$ cat config.mk
export PLATFORM = sky130hd
export DESIGN_NAME = line_position_estimator_core
export DESIGN_NICKNAME = d
export VERILOG_FILES = /design/src/design/lpe_pkg.sv /design/src/design/lpe_lane.sv /design/src/design/lpe_merge.sv /design/src/design/line_position_estimator_core.sv
export SDC_FILE = /design/constraint.sdc
export NUM_CORES = 2
export LEC_CHECK = 0
export BUFFER_PORTS_ARGS = -buffer_cell sky130_fd_sc_hd__buf_2
export CAP_MARGIN = 30
export CORE_MARGIN = 5
export CORE_UTILIZATION = 63
export CTS_CLUSTER_SIZE = 24
export DETAILED_ROUTE_END_ITERATION = 7
export PLACE_DENSITY_LB_ADDON = 0.2
export SLEW_MARGIN = 10
export SYNTH_ARGS = -nofsm -noshare
export SYNTH_HDL_FRONTEND = slang
export SYNTH_SLANG_ARGS = --single-unit
$ cat constraint.sdc
create_clock -name i_clk -period 6.4 [get_ports i_clk]
set_input_delay 0.32 -clock i_clk [delete_from_list [all_inputs] [get_ports i_clk]]
set_output_delay 0.32 -clock i_clk [all_outputs]
set_load 0.02 [all_outputs]
$ cat src/design/lpe_pkg.sv
// shared constants, register map and inter-module types of the line position estimator
`timescale 1ns / 1ps

package lpe_pkg;

    // default array geometry
    localparam int NUM_SENSORS_DEF  = 5;
    localparam int SENSOR_PITCH_DEF = 1000;
    localparam int INPUT_FIELDS     = 5;

    // sample and level scale
    localparam int SAMPLE_W    = 10;
    localparam int LEVEL_W     = 10;
    localparam int FULL_LEVEL  = 1000;
    localparam int LEVEL_STEPS = 10;
    localparam int LEVEL_CNT_W = $clog2(LEVEL_STEPS + 1);

    // output position range
    localparam int POS_W   = 12;
    localparam int POS_MAX = 2047;
    localparam int POS_MIN = -2048;

    // configuration port
    localparam int CFG_W   = 10;
    localparam int APB_DW  = 32;
    localparam int ADDR_W  = 4;
    localparam int IDX_W   = 2;

    localparam logic [IDX_W-1:0] REG_CALIB_MIN = 2'd0;
    localparam logic [IDX_W-1:0] REG_CALIB_MAX = 2'd1;
    localparam logic [IDX_W-1:0] REG_THRESHOLD = 2'd2;

    localparam logic [CFG_W-1:0] CALIB_MIN_RST = 10'd0;
    localparam logic [CFG_W-1:0] CALIB_MAX_RST = 10'd256;
    localparam logic [CFG_W-1:0] THRESHOLD_RST = 10'd750;

    // what one lane hands to the merging stage
    typedef struct packed {
        logic               done;
        logic               over;
        logic [LEVEL_W-1:0] level;
    } t_lane_out;

    // what the merging stage hands back to the top level
    typedef struct packed {
        logic                    done;
        logic                    seen;
        logic                    nonneg;
        logic signed [POS_W-1:0] position;
    } t_merge_res;

endpackage

$ cat src/design/lpe_lane.sv
// one sensor lane: calibrated per-mille level with a bit-serial divider
`timescale 1ns / 1ps

module lpe_lane #(
    parameter int WSW    = 23,
    parameter int WEIGHT = 0
) (
    input  logic                          i_clk,
    input  logic                          i_rst_n,
    input  logic                          i_start,
    input  logic [lpe_pkg::SAMPLE_W-1:0]  i_sample,
    input  logic [lpe_pkg::CFG_W-1:0]     i_calib_min,
    input  logic [lpe_pkg::CFG_W-1:0]     i_calib_max,
    input  logic [lpe_pkg::CFG_W-1:0]     i_threshold,
    output lpe_pkg::t_lane_out            o_lane,
    output logic [WSW-1:0]                o_wlevel
);

    localparam int LW = lpe_pkg::LEVEL_W;
    localparam int NW = 2 * LW;

    logic [lpe_pkg::LEVEL_CNT_W-1:0] r_cnt, n_cnt;
    logic                            r_busy, n_busy;
    logic                            r_done, n_done;
    logic                            r_fixed, r_fix_full;
    logic [LW-1:0]                   r_rem, r_nq;
    logic [LW-1:0]                   r_level;
    logic                            r_over;
    logic [WSW-1:0]                  r_wlevel;

    logic          w_above, w_nospan;
    logic [LW-1:0] w_d, w_span, w_level;
    logic [NW-1:0] w_num;
    logic [LW:0]   w_rem_sh, w_diff;
    logic          w_ge;

    always_comb begin
        w_above  = i_sample > i_calib_min;
        w_nospan = i_calib_max <= i_calib_min;
        w_d      = i_sample - i_calib_min;
        w_span   = i_calib_max - i_calib_min;
        w_num    = NW'(w_d) * NW'(lpe_pkg::FULL_LEVEL);
        w_rem_sh = {r_rem, r_nq[LW-1]};
        w_diff   = w_rem_sh - {1'b0, w_span};
        w_ge     = w_rem_sh >= {1'b0, w_span};
        if (r_fixed) begin
            w_level = r_fix_full ? LW'(lpe_pkg::FULL_LEVEL) : '0;
        end else begin
            w_level = r_nq;
        end
    end

    always_comb begin
        n_cnt  = r_cnt;
        n_busy = r_busy;
        n_done = 1'b0;
        if (i_start) begin
            n_cnt  = lpe_pkg::LEVEL_CNT_W'(lpe_pkg::LEVEL_STEPS);
            n_busy = 1'b1;
        end else if (r_cnt != '0) begin
            n_cnt = r_cnt - 1'b1;
        end else if (r_busy) begin
            n_busy = 1'b0;
            n_done = 1'b1;
        end
    end

    always_ff @(posedge i_clk) begin
        if (!i_rst_n) begin
            r_cnt  <= '0;
            r_busy <= 1'b0;
            r_done <= 1'b0;
        end else begin
            r_cnt  <= n_cnt;
            r_busy <= n_busy;
            r_done <= n_done;
        end
    end

    // datapath: load, shift-subtract steps, then level and weight stage
    always_ff @(posedge i_clk) begin
        if (i_start) begin
            r_fixed    <= !w_above || w_nospan || (w_d >= w_span);
            r_fix_full <= w_above;
            r_rem      <= w_num[NW-1:LW];
            r_nq       <= w_num[LW-1:0];
        end else if (r_cnt != '0) begin
            r_rem <= w_ge ? w_diff[LW-1:0] : w_rem_sh[LW-1:0];
            r_nq  <= {r_nq[LW-2:0], w_ge};
        end else if (r_busy) begin
            r_level  <= w_level;
            r_over   <= w_level > i_threshold;
            r_wlevel <= WSW'(w_level) * WSW'(WEIGHT);
        end
    end

    assign o_lane.done  = r_done;
    assign o_lane.over  = r_over;
    assign o_lane.level = r_level;
    assign o_wlevel     = r_wlevel;

endmodule

$ cat src/design/lpe_merge.sv
// merging stage: level sums, detection and the serial centroid divider
`timescale 1ns / 1ps

module lpe_merge #(
    parameter int NUM_SENSORS  = lpe_pkg::NUM_SENSORS_DEF,
    parameter int SENSOR_PITCH = lpe_pkg::SENSOR_PITCH_DEF,
    parameter int WSW          = 23
) (
    input  logic                  i_clk,
    input  logic                  i_rst_n,
    input  lpe_pkg::t_lane_out    i_lane [NUM_SENSORS],
    input  logic [WSW-1:0]        i_wlevel [NUM_SENSORS],
    input  logic                  i_dir,
    output lpe_pkg::t_merge_res   o_res
);

    localparam int SPAN   = (NUM_SENSORS - 1) * SENSOR_PITCH;
    localparam int CENTRE = SPAN / 2;
    localparam int QW     = $clog2(SPAN + 1);
    localparam int LSW    = $clog2(NUM_SENSORS * lpe_pkg::FULL_LEVEL + 1);
    localparam int AW     = (WSW > LSW + QW) ? WSW : LSW + QW;
    localparam int CW     = $clog2(QW + 1);
    localparam int EW     = (QW + 2 > lpe_pkg::POS_W + 1) ? QW + 2 : lpe_pkg::POS_W + 1;

    logic [CW-1:0]  r_cnt, n_cnt;
    logic           r_busy, n_busy;
    logic           r_done, n_done;
    logic           r_over;
    logic [LSW-1:0] r_lsum, r_rem;
    logic [QW-1:0]  r_nq;

    logic [LSW-1:0]         w_lsum;
    logic [WSW-1:0]         w_wsum;
    logic [AW-1:0]          w_top;
    logic                   w_over;
    logic [LSW:0]           w_rem_sh, w_diff;
    logic                   w_ge;
    logic [QW:0]            w_nq_sh;
    logic [EW-1:0]          w_qx;
    logic signed [EW-1:0]   w_centre, w_hi, w_lo, w_raw, w_sat;

    // adds over the lanes, all independent terms
    always_comb begin
        w_lsum = '0;
        w_wsum = '0;
        w_over = 1'b0;
        for (int k = 0; k < NUM_SENSORS; k++) begin
            w_lsum = w_lsum + LSW'(i_lane[k].level);
            w_wsum = w_wsum + i_wlevel[k];
            w_over = w_over | i_lane[k].over;
        end
        w_top = AW'(w_wsum) >> QW;
    end

    always_comb begin
        w_rem_sh = {r_rem, r_nq[QW-1]};
        w_diff   = w_rem_sh - {1'b0, r_lsum};
        w_ge     = w_rem_sh >= {1'b0, r_lsum};
        w_nq_sh  = {r_nq, w_ge};
    end

    always_comb begin
        n_cnt  = r_cnt;
        n_busy = r_busy;
        n_done = 1'b0;
        if (i_lane[0].done) begin
            n_cnt  = CW'(QW);
            n_busy = 1'b1;
        end else if (r_cnt != '0) begin
            n_cnt = r_cnt - 1'b1;
            if (r_cnt == CW'(1)) begin
                n_busy = 1'b0;
                n_done = 1'b1;
            end
        end
    end

    always_ff @(posedge i_clk) begin
        if (!i_rst_n) begin
            r_cnt  <= '0;
            r_busy <= 1'b0;
            r_done <= 1'b0;
        end else begin
            r_cnt  <= n_cnt;
            r_busy <= n_busy;
            r_done <= n_done;
        end
    end

    // quotient bits shift in where the low dividend bits shift out
    always_ff @(posedge i_clk) begin
        if (i_lane[0].done) begin
            r_over <= w_over;
            r_lsum <= w_lsum;
            r_rem  <= w_top[LSW-1:0];
            r_nq   <= w_wsum[QW-1:0];
        end else if (r_busy) begin
            r_rem <= w_ge ? w_diff[LSW-1:0] : w_rem_sh[LSW-1:0];
            r_nq  <= w_nq_sh[QW-1:0];
        end
    end

    always_comb begin
        w_qx     = EW'(r_nq);
        w_centre = EW'(CENTRE);
        w_hi     = EW'(lpe_pkg::POS_MAX);
        w_lo     = EW'(lpe_pkg::POS_MIN);
        if (o_res.seen) begin
            w_raw = $signed(w_qx) - w_centre;
        end else if (i_dir) begin
            w_raw = w_centre;
        end else begin
            w_raw = -w_centre;
        end
        if (w_raw > w_hi) begin
            w_sat = w_hi;
        end else if (w_raw < w_lo) begin
            w_sat = w_lo;
        end else begin
            w_sat = w_raw;
        end
    end

    assign o_res.done     = r_done;
    assign o_res.seen     = r_over && (r_lsum != '0);
    assign o_res.nonneg   = !w_raw[EW-1];
    assign o_res.position = w_sat[lpe_pkg::POS_W-1:0];

endmodule

$ cat src/design/line_position_estimator_core.sv
// top level of the line position estimator: config registers, lanes, merge, output register
`timescale 1ns / 1ps

// a request passes the 10-step level divider in the lanes, then the QW-step centroid
// divider in the merge stage, QW being the bit count of (NUM_SENSORS-1)*SENSOR_PITCH
// one request in flight: a new one is accepted only after the previous result has been
// loaded into the output register
// reset: synchronous, active low; config returns to min 0, max 256, threshold 750 and
// the last-direction bit to 0; no clearing pass, ready the cycle after reset

module line_position_estimator_core #(
    parameter int NUM_SENSORS  = lpe_pkg::NUM_SENSORS_DEF,
    parameter int SENSOR_PITCH = lpe_pkg::SENSOR_PITCH_DEF
) (
    input  logic                               i_clk,
    input  logic                               i_rst_n,
    // apb-style config port
    input  logic                               psel,
    input  logic                               penable,
    input  logic                               pwrite,
    input  logic [lpe_pkg::ADDR_W-1:0]         paddr,
    input  logic [lpe_pkg::APB_DW-1:0]         pwdata,
    output logic [lpe_pkg::APB_DW-1:0]         prdata,
    output logic                               pready,
    // request channel
    input  logic                               i_in_valid,
    output logic                               o_in_ready,
    input  logic [lpe_pkg::SAMPLE_W-1:0]       i_sensor_0,
    input  logic [lpe_pkg::SAMPLE_W-1:0]       i_sensor_1,
    input  logic [lpe_pkg::SAMPLE_W-1:0]       i_sensor_2,
    input  logic [lpe_pkg::SAMPLE_W-1:0]       i_sensor_3,
    input  logic [lpe_pkg::SAMPLE_W-1:0]       i_sensor_4,
    // result channel
    output logic                               o_out_valid,
    input  logic                               i_out_ready,
    output logic signed [lpe_pkg::POS_W-1:0]   o_line_position,
    output logic                               o_line_seen,
    output logic                               o_heading_right
);

    // weighted level sum width, worst case over all lanes
    localparam int WSW = $clog2(NUM_SENSORS * (NUM_SENSORS - 1) / 2 * SENSOR_PITCH
                                * lpe_pkg::FULL_LEVEL + 1);

    // sequencer codes
    localparam logic [1:0] ST_IDLE = 2'd0;
    localparam logic [1:0] ST_BUSY = 2'd1;
    localparam logic [1:0] ST_HOLD = 2'd2;

    logic [1:0]                  r_state, n_state;
    logic [lpe_pkg::CFG_W-1:0]   r_calib_min, r_calib_max, r_threshold;
    logic                        r_dir, n_dir;
    logic                        r_out_valid, n_out_valid;
    logic signed [lpe_pkg::POS_W-1:0] r_line_position;
    logic                        r_line_seen;
    logic                        r_heading_right;

    logic                         w_accept;
    logic                         w_cfg_wr;
    logic [lpe_pkg::IDX_W-1:0]    w_idx;
    logic                         w_out_free;
    logic                         w_load;
    logic [lpe_pkg::SAMPLE_W-1:0] w_sensor [lpe_pkg::INPUT_FIELDS];
    logic [lpe_pkg::SAMPLE_W-1:0] w_lane_sample [NUM_SENSORS];
    lpe_pkg::t_lane_out           w_lane [NUM_SENSORS];
    logic [WSW-1:0]               w_wlevel [NUM_SENSORS];
    logic [NUM_SENSORS-1:0]       w_lane_done;
    lpe_pkg::t_merge_res          w_mres;

    // ------------------------------------------------------------------
    // config registers, written in the access phase, read back zero-extended
    // ------------------------------------------------------------------
    assign pready   = 1'b1;
    assign w_idx    = paddr[lpe_pkg::ADDR_W-1:2];
    assign w_cfg_wr = psel && penable && pwrite && pready;

    always_ff @(posedge i_clk) begin
        if (!i_rst_n) begin
            r_calib_min <= lpe_pkg::CALIB_MIN_RST;
            r_calib_max <= lpe_pkg::CALIB_MAX_RST;
            r_threshold <= lpe_pkg::THRESHOLD_RST;
        end else if (w_cfg_wr) begin
            unique case (w_idx)
                lpe_pkg::REG_CALIB_MIN: r_calib_min <= pwdata[lpe_pkg::CFG_W-1:0];
                lpe_pkg::REG_CALIB_MAX: r_calib_max <= pwdata[lpe_pkg::CFG_W-1:0];
                lpe_pkg::REG_THRESHOLD: r_threshold <= pwdata[lpe_pkg::CFG_W-1:0];
                default: ;
            endcase
        end
    end

    always_comb begin
        unique case (w_idx)
            lpe_pkg::REG_CALIB_MIN: prdata = lpe_pkg::APB_DW'(r_calib_min);
            lpe_pkg::REG_CALIB_MAX: prdata = lpe_pkg::APB_DW'(r_calib_max);
            lpe_pkg::REG_THRESHOLD: prdata = lpe_pkg::APB_DW'(r_threshold);
            default:                prdata = '0;
        endcase
    end

    // ------------------------------------------------------------------
    // sensor lanes, all started by the request accept and finishing together
    // ------------------------------------------------------------------
    assign w_accept = i_in_valid && o_in_ready;

    assign w_sensor[0] = i_sensor_0;
    assign w_sensor[1] = i_sensor_1;
    assign w_sensor[2] = i_sensor_2;
    assign w_sensor[3] = i_sensor_3;
    assign w_sensor[4] = i_sensor_4;

    for (genvar g = 0; g < NUM_SENSORS; g++) begin : g_lane
        // lanes beyond the physical inputs see a zero reading
        if (g < lpe_pkg::INPUT_FIELDS) begin : g_in
            assign w_lane_sample[g] = w_sensor[g];
        end else begin : g_zero
            assign w_lane_sample[g] = '0;
        end

        lpe_lane #(
            .WSW    (WSW),
            .WEIGHT (g * SENSOR_PITCH)
        ) u_lane (
            .i_clk       (i_clk),
            .i_rst_n     (i_rst_n),
            .i_start     (w_accept),
            .i_sample    (w_lane_sample[g]),
            .i_calib_min (r_calib_min),
            .i_calib_max (r_calib_max),
            .i_threshold (r_threshold),
            .o_lane      (w_lane[g]),
            .o_wlevel    (w_wlevel[g])
        );

        assign w_lane_done[g] = w_lane[g].done;
    end

    // ------------------------------------------------------------------
    // merge: sums, detection, centroid divide, position and saturation
    // ------------------------------------------------------------------
    lpe_merge #(
        .NUM_SENSORS  (NUM_SENSORS),
        .SENSOR_PITCH (SENSOR_PITCH),
        .WSW          (WSW)
    ) u_merge (
        .i_clk    (i_clk),
        .i_rst_n  (i_rst_n),
        .i_lane   (w_lane),
        .i_wlevel (w_wlevel),
        .i_dir    (r_dir),
        .o_res    (w_mres)
    );

    // ------------------------------------------------------------------
    // sequencer: one request in flight; the merge result stays put until
    // the output register is free, so a stalled consumer never loses it
    // ------------------------------------------------------------------
    assign o_in_ready = (r_state == ST_IDLE);
    assign w_out_free = !r_out_valid || i_out_ready;
    assign w_load     = w_out_free &&
                        (((r_state == ST_BUSY) && w_mres.done) || (r_state == ST_HOLD));

    always_comb begin
        n_state = r_state;
        unique case (r_state)
            ST_IDLE: begin
                if (w_accept) n_state = ST_BUSY;
            end
            ST_BUSY: begin
                if (w_mres.done) n_state = w_out_free ? ST_IDLE : ST_HOLD;
            end
            ST_HOLD: begin
                if (w_out_free) n_state = ST_IDLE;
            end
            default: n_state = ST_IDLE;
        endcase
    end

    // last-direction bit moves only when a line was seen
    always_comb begin
        n_dir = r_dir;
        if (w_load && w_mres.seen) n_dir = w_mres.nonneg;
    end

    always_comb begin
        n_out_valid = r_out_valid;
        if (w_load) begin
            n_out_valid = 1'b1;
        end else if (i_out_ready) begin
            n_out_valid = 1'b0;
        end
    end

    always_ff @(posedge i_clk) begin
        if (!i_rst_n) begin
            r_state     <= ST_IDLE;
            r_dir       <= 1'b0;
            r_out_valid <= 1'b0;
        end else begin
            r_state     <= n_state;
            r_dir       <= n_dir;
            r_out_valid <= n_out_valid;
        end
    end

    // result payload, no reset needed
    always_ff @(posedge i_clk) begin
        if (w_load) begin
            r_line_position <= w_mres.position;
            r_line_seen     <= w_mres.seen;
            r_heading_right <= n_dir;
        end
    end

    assign o_out_valid     = r_out_valid;
    assign o_line_position = r_line_position;
    assign o_line_seen     = r_line_seen;
    assign o_heading_right = r_heading_right;

    // ------------------------------------------------------------------
    // assertions
    // ------------------------------------------------------------------
    // lanes share start and step count, so they finish in the same cycle
    a_lanes_together: assert property (@(posedge i_clk) disable iff (!i_rst_n)
        (w_lane_done == '0) || (w_lane_done == '1))
        else $error("sensor lanes finished out of step");

    // a merge result only appears while a request is being worked on
    a_merge_in_busy: assert property (@(posedge i_clk) disable iff (!i_rst_n)
        w_mres.done |-> (r_state == ST_BUSY))
        else $error("merge result outside of busy state");

    // with a line seen the heading bit follows the sign of the position
    a_heading_sign: assert property (@(posedge i_clk) disable iff (!i_rst_n)
        (r_out_valid && r_line_seen) |-> (r_heading_right == !r_line_position[lpe_pkg::POS_W-1]))
        else $error("heading bit disagrees with position sign");

    // the shown heading is the stored direction until the next result loads
    a_heading_state: assert property (@(posedge i_clk) disable iff (!i_rst_n)
        r_out_valid |-> (r_heading_right == r_dir))
        else $error("heading output differs from stored direction");

endmodule

==> impl_metrics.json <==
{
  "status": "finished clean",
  "wl_um": 94360,
  "endpoint_kind": "register",
  "crit_end": "g_lane[2].u_lane.r_rem[9]$_DFFE_PP_",
  "die_w_um": 261.1,
  "p_leak_uw": 0.02077,
  "finalHoldViolations": 0,
  "drv_slew": 0,
  "synth_edf_count": 265,
  "maxClockFrequency_mhz": 163.9,
  "fill_cells": 4813,
  "required_ps": 6690,
  "swShare_pct": 46.57,
  "min_period_ps": 6101,
  "htreeDepth": 2,
  "drive_gt1_share_pct": 7.707,
  "core_area_mm2": 0.06274,
  "power_frac_comb_pct": 74.4,
  "crit_path_start_kind": "register",
  "p_sw_uw": 12130,
  "power_density_mw_per_mm2": 600.8,
  "ys.flop_type": "edfxtp_1",
  "via_per_inst": 5.710,
  "cts_buffers": 45,
  "grt_usage_pct": 27.84,
  "io_buffers": 94,
  "seq_area_mm2": 0.009602,
  "drc_errors": 0,
  "whs_path_depth": 3,
  "synth_top_cell_area_share_pct": 20.73,
  "area_growth_pct": 9.217,
  "num_rows": 92,
  "fin_util_pct": 69.13,
  "drt_pass1_iterations": 6,
  "cts_sinks": 347,
  "clkTransAtPathRegs_ps": 60,
  "syn_area_mm2": 0.03971,
  "max_stage_delay_ps": 570,
  "fp.dieH_um": 261.1,
  "regToRegSetupSlack_ps": 300,
  "synth_cell_types": 85,
  "synth.avg_cell_area_um2": 9.619,
  "antenna_found_initial": 3,
  "synth-seq-area-share_pct": 24.18,
  "tightest_slew_ps": 1042,
  "multi_input_area_mm2": 0.02732,
  "whs_ps": 42.38,
  "cp-startpoint": "r_calib_min[1]$_SDFFE_PN0P_",
  "num-nets-final": 5364,
  "internal-power_uw": 13920,
  "pin_count": 142,
  "grt_pass1_wl_um": 152300,
  "power_frac_seq_pct": 15.0,
  "min_path_type": "in2reg",
  "maxSlewHeadroom_pct": 30.07,
  "cp_num_cells": 22,
  "reg2reg_depth": 22,
  "die_area_mm2": 0.06815,
  "gr-total-overflow": 0,
  "path_cells": "clkinvlp_4 -> ha_1 -> nor2b_1 -> o21ai_0 -> a21boi_0 -> o21ai_0 -> a21oi_1 -> o21ai_0 -> mux2_2 -> or2_2 -> ha_1 -> fa_1 -> fa_1 -> ha_1 -> ha_1 -> and3_1 -> a21oi_1 -> o21a_1 -> a21oi_1 -> a21oi_1 -> xnor2_1 -> o21ai_0",
  "r2r-end": "g_lane[2].u_lane.r_rem[9]$_DFFE_PP_",
  "vdd_drop_max_mv": 0.6482,
  "drt-initial-drc-count": 2001,
  "critical_path_arrival_ps": 6390,
  "wl_per_cell_um": 18.21,
  "synth_top_area_cell": "ha_1",
  "finalCritPeriodShare_pct": 95.32,
  "synthArstFlopShare_pct": 0,
  "clockBufferDepth": 3,
  "ant_nets": 0,
  "post-dp-hpwl_um": 74850,
  "vias": 29600,
  "clk_latency_ps": 610,
  "crit_type": "reg2reg",
  "syn_inst": 4128,
  "grt_pass1_vias": 29520,
  "cts_tree": "yes",
  "cts_root_buffer": "clkbuf_16",
  "maxCapViolCount": 0,
  "skew_ps": 38.23,
  "synthTopCellsByCount": "674 x inv_1, 658 x ha_1, 315 x fa_1",
  "power_frac_clock_pct": 10.6,
  "start_util_pct": 63.29,
  "critPathSlowestCell": "fa_1",
  "synthTopCellsByArea": "ha_1 21%, edfxtp_1 20%, fa_1 16%, inv_1 6.4%, dfxtp_1 4.1%",
  "finalWeightedCongestion": 0.9155,
  "critPathBufInv": 1,
  "synthMostInstantiatedCell": "inv_1",
  "finalSetupViolations": 0,
  "cp_max_fo": 5,
  "cp_top_family": "adder cells",
  "grt_max_degree": 88,
  "r2r-start": "r_calib_min[1]$_SDFFE_PN0P_",
  "yosys_warnings": 0,
  "synth-seq-cells": 347
}
final cells by class:
type,instances,share of cell area (%)
inverter,676,5.871
clock inverter,24,0.8223
timing repair buffer,184,2.813
multi-input combinational,3044,62.99
tap,846,2.441
clock buffer,59,2.905
antenna,3,0.01731
sequential,347,22.14
power groups by stage:
stage	sequential (µW)	clock [µW]	combinational (µW)
after floorplan	3840	0	15400
after global placement	3940	0	18600
after detailed placement	3960	0	19100
after CTS	3920	2790	19300
after global routing	3960	2880	22100
final	3920	2750	19400
worst min-delay path by stage:
stage / startpoint / to / slack [ps]
6_report: i_in_valid / r_state[0]$_SDFFE_PN0P_ / 40
3_3_place_gp: r_state[1]$_SDFFE_PN0P_ / r_state[0]$_SDFFE_PN0P_ / 440
4_1_cts: pwdata[5] / r_calib_max[5]$_SDFFE_PN0P_ / 4
2_1_floorplan: r_state[1]$_SDFFE_PN0P_ / r_state[0]$_SDFFE_PN0P_ / 420
5_1_grt: pwdata[5] / r_calib_max[5]$_SDFFE_PN0P_ / 20
3_5_place_dp: u_merge.r_done$_SDFF_PP0_ / r_state[0]$_SDFFE_PN0P_ / 450
registers in the layout, indices dropped and copies added (netlist names), 12 cells and up:
name,count
g_lane.u_lane.o_wlevel,63
g_lane.u_lane.r_cnt,20
g_lane.u_lane.r_level,50
g_lane.u_lane.r_nq,50
g_lane.u_lane.r_rem,50
o_line_position,12
u_merge.r_lsum,13
u_merge.r_nq,12
u_merge.r_rem,13
logic make-up after synthesis:
family	after synthesis	share of synthesized area [%]
adder cells (fa/ha/maj)	974	36.64
AND/OR/NAND/NOR	879	10.52
AO/OA/AOI/OAI	809	12.69
buffers and inverters	758	7.443
flip-flops	347	24.18
XOR/XNOR	265	6.091
multiplexers	94	2.423
other	2	0.01891
cell usage in the layout (no fill, tap or decap), types with 28 or more instances in the layout:
cell	count
a21oi_1	239
buf_4	76
a31oi_1	29
or3_1	33
nor3_1	89
nand3_1	68
clkbuf_16	46
and3_1	28
dfxtp_1	80
nor2_1	225
nor2b_1	62
o21a_1	51
mux2i_1	77
o21ai_0	188
o211ai_1	33
o21bai_1	28
xor2_1	80
fa_1	315
ha_1	658
buf_2	94
a21o_1	75
xnor2_1	170
edfxtp_1	265
o21ai_1	30
inv_1	670
nand2b_1	37
nand4_1	32
nand2_1	241
metrics by stage:
stage / cells / power [µW] / worst slack [ps] / cell area (µm²) / TNS, ps
after floorplan: 4149 / 19210 / 556.2 / 39790 / 0
after global placement: 5074 / 22550 / 272.0 / 41440 / 0
after detailed placement: 5078 / 23030 / 105.1 / 41480 / 0
after CTS: 5170 / 26010 / 95.89 / 43190 / 0
after global routing: 5182 / 28950 / -23.12 / 43360 / -51.57
final: 5183 / 26050 / 299.4 / 43370 / 0
tightest hold or removal path, cell delays in order:
cell,delay [ps]
buf_2,120
nor2_1,70
a2111oi_0,60
metal layers:
| metal | wire length (µm) | track usage (%) | vias up |
|---|---|---|---|
| li1 | - | - | 14460 |
| met1 | 41620 | 37.55 | 14290 |
| met2 | 44570 | 47.48 | 692 |
| met3 | 4832 | 3.278 | 158 |
| met4 | 3333 | 8.759 | 0 |
| met5 | 0 | 0 | - |
repair_timing:
item                       CTS  global route
hold endpoints to repair    23             0
setup endpoints to repair    0            13
hold buffers                 9             0
buffers inserted             0             8
gates resized for setup      0            16
Note: power is estimated with default switching activity, not from simulation.
